`src/dhkv_pkg.sv`:
```
// Package with shared constants and types of the double-hash key-value table.
package dhkv_pkg;

  localparam int unsigned TableDepth = 2048;
  localparam int unsigned KeyChars   = 7;
  localparam int unsigned KeyW       = 56;
  localparam int unsigned ValW       = 16;
  localparam int unsigned SizeW      = 12;

  localparam logic [1:0] ModeInsert = 2'd0;
  localparam logic [1:0] ModeSearch = 2'd1;
  localparam logic [1:0] ModeDelete = 2'd2;

  localparam logic [2:0] StInserted = 3'd0;
  localparam logic [2:0] StFound    = 3'd1;
  localparam logic [2:0] StNotFound = 3'd2;
  localparam logic [2:0] StDeleted  = 3'd3;
  localparam logic [2:0] StFull     = 3'd4;

  localparam logic [1:0] SlotEmpty   = 2'd0;
  localparam logic [1:0] SlotUsed    = 2'd1;
  localparam logic [1:0] SlotDeleted = 2'd2;

  localparam logic CfgTableSize  = 1'b0;
  localparam logic CfgHashChoice = 1'b1;

  // Result of the hash unit toward the prober.
  typedef struct packed {
    logic [SizeW-1:0] home;
    logic [SizeW-1:0] step;
  } hash_res_t;

endpackage

```
`src/dhkv_hash.sv`:
```
// Sequential home and step hash unit, one key byte per round of shift-subtract reductions.
module dhkv_hash #(
  parameter int unsigned KeyChars = dhkv_pkg::KeyChars
) (
  input  logic                    clk_i,
  input  logic                    rst_ni,
  input  logic                    start_i,
  input  logic [8*KeyChars-1:0]   key_i,
  input  logic [11:0]             n_i,
  input  logic                    choice_i,
  output logic                    done_o,
  output dhkv_pkg::hash_res_t     res_o
);

  localparam int unsigned CntW = $clog2(KeyChars + 1);
  localparam logic [2:0] PhIdle = 3'd0;
  localparam logic [2:0] PhLoad = 3'd1;
  localparam logic [2:0] PhTerm = 3'd2;
  localparam logic [2:0] PhMul  = 3'd3;
  localparam logic [2:0] PhRed  = 3'd4;
  localparam logic [2:0] PhAcc  = 3'd5;
  localparam logic [2:0] PhDone = 3'd6;

  logic [2:0]            ph_q, ph_d;
  logic [CntW-1:0]       idx_q, idx_d;
  logic [3:0]            bit_q, bit_d;
  logic [8*KeyChars-1:0] key_q, key_d;
  logic [11:0]           h_q, h_d, s_q, s_d, g_q, g_d, p_q, p_d;
  logic [23:0]           ra_q, ra_d, rb_q, rb_d, rc_q, rc_d;
  logic [12:0]           acc_c;

  // One restoring step: subtract n shifted left by b when it fits.
  function automatic logic [23:0] red_step(input logic [23:0] v, input logic [11:0] n,
                                           input logic [3:0] b);
    logic [23:0] d;
    d = {12'd0, n} << b;
    return (v >= d) ? v - d : v;
  endfunction

  // Every value reduced here is below n * 2^12, so twelve steps (bit 11 down to 0)
  // leave a residue below n.
  always_comb begin
    ph_d = ph_q; idx_d = idx_q; bit_d = bit_q; key_d = key_q;
    h_d = h_q; s_d = s_q; g_d = g_q; p_d = p_q;
    ra_d = ra_q; rb_d = rb_q; rc_d = rc_q;
    acc_c = '0;
    unique case (ph_q)
      PhIdle: begin
        if (start_i) begin
          key_d = key_i; idx_d = '0; h_d = '0; s_d = '0;
          g_d = choice_i ? ((n_i == 12'd2) ? 12'd0 : 12'd2) : 12'd1;
          p_d = 12'd1;
          ph_d = PhLoad;
        end
      end
      PhLoad: begin
        // (c - 96) mod n is taken as (c + 128 n - 96) mod n, which never goes negative.
        ra_d = {16'd0, key_q[7:0]} + ({12'd0, n_i} << 7) - 24'd96;
        rb_d = {12'd0, s_q} + {16'd0, key_q[7:0]};
        bit_d = 4'd11;
        ph_d = PhTerm;
      end
      PhTerm: begin
        ra_d = red_step(ra_q, n_i, bit_q);
        rb_d = red_step(rb_q, n_i, bit_q);
        bit_d = bit_q - 4'd1;
        if (bit_q == 4'd0) ph_d = PhMul;
      end
      PhMul: begin
        s_d  = rb_q[11:0];
        ra_d = {12'd0, g_q} * {12'd0, ra_q[11:0]};
        rb_d = {12'd0, g_q} * (choice_i ? 24'd883 : 24'd701);
        rc_d = {12'd0, p_q} * 24'd26;
        bit_d = 4'd11;
        ph_d = PhRed;
      end
      PhRed: begin
        ra_d = red_step(ra_q, n_i, bit_q);
        rb_d = red_step(rb_q, n_i, bit_q);
        rc_d = red_step(rc_q, n_i, bit_q);
        bit_d = bit_q - 4'd1;
        if (bit_q == 4'd0) ph_d = PhAcc;
      end
      PhAcc: begin
        acc_c = {1'b0, h_q} + {1'b0, ra_q[11:0]};
        if (acc_c >= {1'b0, n_i}) acc_c = acc_c - {1'b0, n_i};
        if (choice_i) begin
          acc_c = acc_c + {1'b0, p_q};
          if (acc_c >= {1'b0, n_i}) acc_c = acc_c - {1'b0, n_i};
        end
        h_d = acc_c[11:0];
        g_d = rb_q[11:0];
        p_d = rc_q[11:0];
        key_d = key_q >> 8;
        idx_d = idx_q + CntW'(1);
        if (idx_q == CntW'(KeyChars - 1)) ph_d = PhDone;
        else ph_d = PhLoad;
      end
      default: ph_d = PhIdle;
    endcase
  end

  assign done_o = (ph_q == PhDone);
  assign res_o.home = h_q;
  assign res_o.step = s_q;

  always_ff @(posedge clk_i or negedge rst_ni) begin
    if (!rst_ni) begin
      ph_q <= PhIdle;
      idx_q <= '0;
    end else begin
      ph_q <= ph_d;
      idx_q <= idx_d;
    end
  end

  always_ff @(posedge clk_i) begin
    bit_q <= bit_d; key_q <= key_d; h_q <= h_d; s_q <= s_d; g_q <= g_d; p_q <= p_d;
    ra_q <= ra_d; rb_q <= rb_d; rc_q <= rc_d;
  end

endmodule

```
`config.mk`:
```
export PLATFORM = sky130hd
export DESIGN_NAME = dhkv_hash
export DESIGN_NICKNAME = d
export VERILOG_FILES = /design/src/dhkv_pkg.sv /design/src/dhkv_hash.sv
export SDC_FILE = /design/constraint.sdc
export NUM_CORES = 1
export LEC_CHECK = 0
export BUFFER_PORTS_ARGS = -buffer_cell sky130_fd_sc_hd__buf_2
export CORE_MARGIN = 5
export CORE_UTILIZATION = 55
export CTS_CLUSTER_DIAMETER = 40
export CTS_CLUSTER_SIZE = 25
export DETAILED_ROUTE_END_ITERATION = 10
export MAX_ROUTING_LAYER = met4
export PLACE_DENSITY = 0.78
export SLEW_MARGIN = 20
export SYNTH_ARGS = -nofsm -noshare
export SYNTH_HDL_FRONTEND = slang
export SYNTH_SLANG_ARGS = --single-unit
export TNS_END_PERCENT = 10
```
`constraint.sdc`:
```
create_clock -name clk_i -period 17.4 [get_ports clk_i]
set_input_delay 0.87 -clock clk_i [delete_from_list [all_inputs] [get_ports clk_i]]
set_output_delay 0.87 -clock clk_i [all_outputs]
set_load 0.03 [all_outputs]
```
==> results.txt, run 1 <==
DIE AREA - 47600 µm²
Worst Path Required - 17610 ps
Tot GR Track Use - 0.294
io pins - 97
final hold vios - 0
fin crit period - 8490 ps
vias in the first global route - 19700
CTS root buf - clkbuf_16
total gr overflow - 0
Tcrit/Tclk final - 0.488
vias - 19500
Tightest Pin Transition - 1180 ps
CTS tree - yes
CTS Buffer Depth - 2
largest net degree at the start of global routing - 65
H-tree depth - 4
drt pass-1 iters - 5
Synthesized Nets - 3165
unrepaired setup endpoints after global routing - no
CP max stage delay - 760 ps
Final #Nets - 3213
ys flop type - edfxtp_1
Setup Fix Bufs, Post-CTS - 0
clock sinks - 186
initial antenna violation count - 0
PortBufs - 96
DR WL/cell - 20.8 µm
crit end category - register
worst rel slew slack - 0.214
DRT antenna net count - 0
Starting Density - 0.554
Final setup viols - 0
Max Cap Viol - 0
synthesis warning total - 0
placed inst area - 24900 µm²
Clock Pin Slew Worst Setup and Hold Paths - 80 ps
critical path class - register to register
Max FO, Critical Path - 16
design area - 25500 µm²
Syn Area/Cell - 9.16 µm²
Core Area - 43000 µm²
CTS Hold Buffers Added - 0
Post-Route Skew - 14.8 ps
fillers - 3829
RD Place Congestion - 0.972
worst skew pair latency - 470 ps
global-route wire length before repair - 106 mm
Max Slew Vio Count - 0
1st-iter DRT viols - 1621
CP Launch Type - register
Die H - 218 µm
post-cts resize count - 0
Die X - 218 µm
row cnt - 76
synthesis-to-layout area growth - 6.92%
Max stage delay cell, worst path - edfxtp_1
Max Clock Freq - 118 MHz
layout cells sized above 1 - 0.0792
Post-Route WL - 67.5 mm
cell mode on critical path - ha_1
Netlist Area Pre-Place - 23800 µm²
ys async rst share - 0.0323
hold crit path type - primary input to async pin
Seq/Total Area, Yosys - 0.233
Vias/cell - 6.00
Cell variety after synth - 86
CTS buffer count - 17
worst path arrival time - 8700 ps
DRC violations left - 0
Post-synth EDFFs - 180
DP HPWL - 53.7 mm
status - completed
Mapped Cells - 2602
sum of negative setup slack - 0 ps
Seq cells post-synth - 186
## final timing paths
| path | start | end | slack, ps | cells past startpoint |
|---|---|---|---|---|
| min reg2reg | idx_q[0]$_DFFE_PN0P_ | idx_q[0]$_DFFE_PN0P_ | 500 | 1 |
| min in group clk_i | idx_q[0]$_DFFE_PN0P_ | idx_q[0]$_DFFE_PN0P_ | 500 | 1 |
| max reg2reg | ra_q[1]$_DFFE_PP_ | h_q[0]$_SDFFCE_PN0P_ | 8910 | 31 |
| min | rst_ni | idx_q[0]$_DFFE_PN0P_ | 220 | 1 |
| max | ra_q[1]$_DFFE_PP_ | h_q[0]$_SDFFCE_PN0P_ | 8910 | 31 |
| max in group asynchronous | rst_ni | ph_q[2]$_DFFE_PN0P_ | 17010 | 1 |
## critical path, delay by kind of cell, from the launching register on
family          cells  cell delay [ps]
compound gates     11             2810
simple gates       10             1960
fa+ha+maj           5             1660
flops               1              760
mux                 2              610
xor+xnor            2              360
buf+inv             1               50
## sequential cells by signal (all words and copies together), names as in the netlist
| signal | flops |
|---|---|
| key_q | 56 |
| ra_q | 24 |
| rb_q | 24 |
| rc_q | 24 |
| g_q | 12 |
| h_q | 12 |
| p_q | 12 |
| s_q | 12 |
| bit_q | 4 |
| idx_q | 3 |
| ph_q | 3 |
## through the flow
stage / hold WS (ps) / util / cells / setup WS (ps)
2_1_floorplan: 457 / - / 2602 / 10170
3_3_place_gp: 476 / 0.579 / 3216 / 9090
3_5_place_dp: 493 / 0.579 / 3216 / 9000
4_1_cts: 215 / 0.593 / 3248 / 8940
5_1_grt: 221 / 0.593 / 3248 / 8200
6_report: 224 / 0.593 / 3249 / 8910
## cells by family after synthesis
family / count (synthesis) / synth area share
DFF: 186 / 0.233
and+or+nand+nor: 812 / 0.161
adders and majority gates: 491 / 0.319
buffers and inverters: 370 / 0.0589
AOI/OAI and AO/OA: 544 / 0.150
other: 2 / 0.000315
muxes: 38 / 0.0186
xor gates and xnor gates: 159 / 0.0585
## cell usage in the layout, fill, tap and decap left out, types with 23 or more instances in the layout
cell type,Yosys,layout
inv_1,281,281
nand2b_1,26,26
xor2_1,51,51
o21ai_0,120,120
ha_1,296,296
a21oi_1,136,133
a21o_1,56,56
nor2b_1,33,33
fa_1,195,195
mux2i_1,23,23
and3_1,27,27
nand2_1,365,365
and2_1,86,86
o21a_1,24,24
a211oi_1,26,26
nor3_1,38,38
edfxtp_1,180,180
buf_2,0,96
nor2_1,133,132
xnor2_1,108,108
## layout make-up
class,instances,area (µm²),share of cell area
clock inverters,14,139,0.00545
clock buffers,18,429,0.0169
flip-flops and latches,186,5560,0.218
inverters,282,1060,0.0416
well taps,585,732,0.0287
repair buffers,117,638,0.0251
diodes,1,2.50,0.0000983
multi-input cells,2046,16900,0.664
## cell usage after synthesis (38+ instances only)
master    instances  area [µm²]
nand2_1         365        1370
ha_1            296        3700
inv_1           281        1050
fa_1            195        3900
edfxtp_1        180        5410
a21oi_1         136         681
nor2_1          133         499
o21ai_0         120         601
xnor2_1         108         946
and2_1           86         538
clkbuf_1         81         304
a21o_1           56         420
xor2_1           51         447
nor3_1           38         190
## per-layer routing
| metal | vias up | routed length [µm] | GRT usage |
|---|---|---|---|
| li1 | 9104 | - | - |
| met1 | 9503 | 27000 | 0.367 |
| met2 | 758 | 32600 | 0.490 |
| met3 | 144 | 5130 | 0.0362 |
| met4 | 0 | 2830 | 0.115 |
| met5 | - | 0 | - |
Power of run 1 is not shown: default switching activity piles up to over one toggle a cycle in this logic, so the estimate is an artifact.
==> inputs of run 2 (changes only) <==
PLACE_DENSITY = 0.81   (was 0.78)
clock period = 7.7 ns   (was 17.4 ns; I/O delays follow)
==> run 2 against run 1 <==
Against the previous run: via count increased by 1.4%; hold slack got worse by 38 ps; clock-buffer cell count increased by 3; final cell count increased by 1.1%; register-to-register slack got worse by 8600 ps; core utilization increased by 0.98 points; largest cell class unchanged; clock skew increased by 0.54 ps; first-iteration DRC count increased by 3.4%; final area increased by 1.7%; die area unchanged.
==> results.txt, run 2 (same netlist as run 1, synthesis figures left out) <==
Max Slew Vio Count - 0 (unchanged)
critical path class - register to register
hold crit path type - primary input to register
DRT antenna net count - 0 (unchanged)
Vias/cell - 6.03 (+0.36%)
most frequent cells in the layout - nand2_1, ha_1, inv_1, fa_1, edfxtp_1
Max FO, Critical Path - 6 (-10)
RD Place Congestion - 0.975 (+0.30%)
most flop-heavy register - key_q
Hold Path Origin - key_i[4]
drt pass-1 iters - 5 (unchanged)
Top Usage Layer GRT - met2
Max Clock Freq - 135 MHz (+15%)
Clock Pin Slew Worst Setup and Hold Paths - 70 ps (about the same)
CTS Buffer Depth - 2 (unchanged)
Critical R2R Launch - ra_q[1]$_DFFE_PP_
most common cell after layout, fill and taps aside - nand2_1
Core Area - 43000 µm² (unchanged)
cell mode on critical path - ha_1
Tightest Pin Transition - 1110 ps (-72.3 ps)
Tot GR Track Use - 0.297 (+0.00325)
CTS buffer count - 17 (unchanged)
Post-Route Skew - 15.4 ps (+0.538 ps)
io pins - 97 (unchanged)
CTS tree - yes
layout cells sized above 1 - 0.0948 (+0.0156)
Starting Density - 0.554 (unchanged)
status - completed
clock sinks - 186 (unchanged)
sum of negative setup slack - 0 ps (unchanged)
Post-Route WL - 68.6 mm (+1.7%)
fin crit period - 7390 ps (-1100 ps)
GRT met1 Usage - 0.375 (+0.00764)
PortBufs - 96 (unchanged)
global-route wire length before repair - 108 mm (+1.9%)
Max stage delay cell, worst path - or4_1
crit end category - register
row cnt - 76 (unchanged)
worst path arrival time - 7580 ps (-1120 ps)
worst rel slew slack - 0.255 (+0.0404)
Worst Path Required - 7890 ps (-9720 ps)
Final #Nets - 3249 (+1.1%)
Max Cap Viol - 0 (unchanged)
DP HPWL - 54.9 mm (+2.2%)
fillers - 3672 (-4.1%)
initial antenna violation count - 0 (unchanged)
DRC violations left - 0 (unchanged)
total gr overflow - 0 (unchanged)
largest net degree at the start of global routing - 63 (-3.1%)
max reg flops - 56 (unchanged)
crit path from - ra_q[1]$_DFFE_PP_
Die X - 218 µm (unchanged)
synthesis-to-layout area growth - 8.68%
Die H - 218 µm (unchanged)
vias - 19800 (+1.4%)
met3 Use GR - 0.0396 (+0.00346)
H-tree depth - 4 (unchanged)
CP Launch Type - register
worst hold slack - 186 ps (-38.1 ps)
CTS root buf - clkbuf_16
DR WL/cell - 20.9 µm (+0.57%)
met2 usage - 0.491 (+0.000519)
Tcrit/Tclk final - 0.960 (+0.472)
CP max stage delay - 450 ps (-310 ps)
1st-iter DRT viols - 1676 (+3.4%)
final hold vios - 0 (unchanged)
unrepaired setup endpoints after global routing - yes
diode count - 0 (-1)
worst skew pair latency - 470 ps (about the same)
Final setup viols - 0 (unchanged)
vias in the first global route - 20100 (+2.1%)
DIE AREA - 47600 µm² (unchanged)
## run 2: cell count changes in the layout (fill, tap and decap cells not counted), sizes merged
cell	change
diode	-1
buf	+34
mux2i	+1
inv	-1
clkbuf	+3
dlygate4sd3	+1
clkinv	-5
clkinvlp	+1
bufinv	+2
## run 2: critical path: cells and delay by family, from the launching register on
kind / cells / cell delay, ps
and+or+nand+nor: 12 / 1970
AOI/OAI and AO/OA: 10 / 1890
adders and majority gates: 4 / 1250
muxes: 3 / 1010
DFF: 1 / 440
xor gates and xnor gates: 2 / 370
buffers and inverters: 1 / 170
## run 2: timing repair
item                                    in CTS  in global routing
setup buffers                                0                  4
hold endpoints to repair                     6                  0
endpoints found under the setup margin       5                 11
gates resized for setup                      2                 17
pin swaps                                    0                  8
gates cloned                                 0                  1
hold buffers                                 1                  0
## run 2: cell type report
class	instances	area [µm²]	area share
well taps	585	732	0.0283
inverters	282	1060	0.0409
repair buffers	152	916	0.0354
clock buffers	21	460	0.0178
clock inverters	11	159	0.00614
multi-input cells	2047	17000	0.657
flip-flops and latches	186	5560	0.215
## run 2: metrics by stage
| step | worst slack, ps | instances | area (µm²) | utilization |
|---|---|---|---|---|
| final | 308 | 3284 | 25900 | 0.602 |
| after global routing | -43.3 | 3284 | 25900 | 0.602 |
| after CTS | 88.1 | 3279 | 25800 | 0.599 |
| after detailed placement | -24.7 | 3246 | 25100 | 0.584 |
| after global placement | 146 | 3246 | 25100 | 0.584 |
| after floorplan | 466 | 2602 | 23800 | - |
## run 2: per-layer routing
metal,share of wire,routed length [µm]
met4,0.043,2960
met3,0.077,5270
met1,0.40,27600
met2,0.48,32800
met5,0,0
## run 2: path summary, 6_finish.rpt
check / to / slack [ps] / cells after the start
max: h_q[10]$_SDFFCE_PN0P_ / 310 / 32
min in group asynchronous: idx_q[0]$_DFFE_PN0P_ / 330 / 2
min: key_q[4]$_DFFE_PP_ / 190 / 3
max reg2reg: h_q[10]$_SDFFCE_PN0P_ / 310 / 32
min reg2reg: idx_q[2]$_DFFE_PN0P_ / 500 / 1
max in group asynchronous: ph_q[1]$_DFFE_PN0P_ / 7210 / 2
Power of run 2 is left out for the same reason.
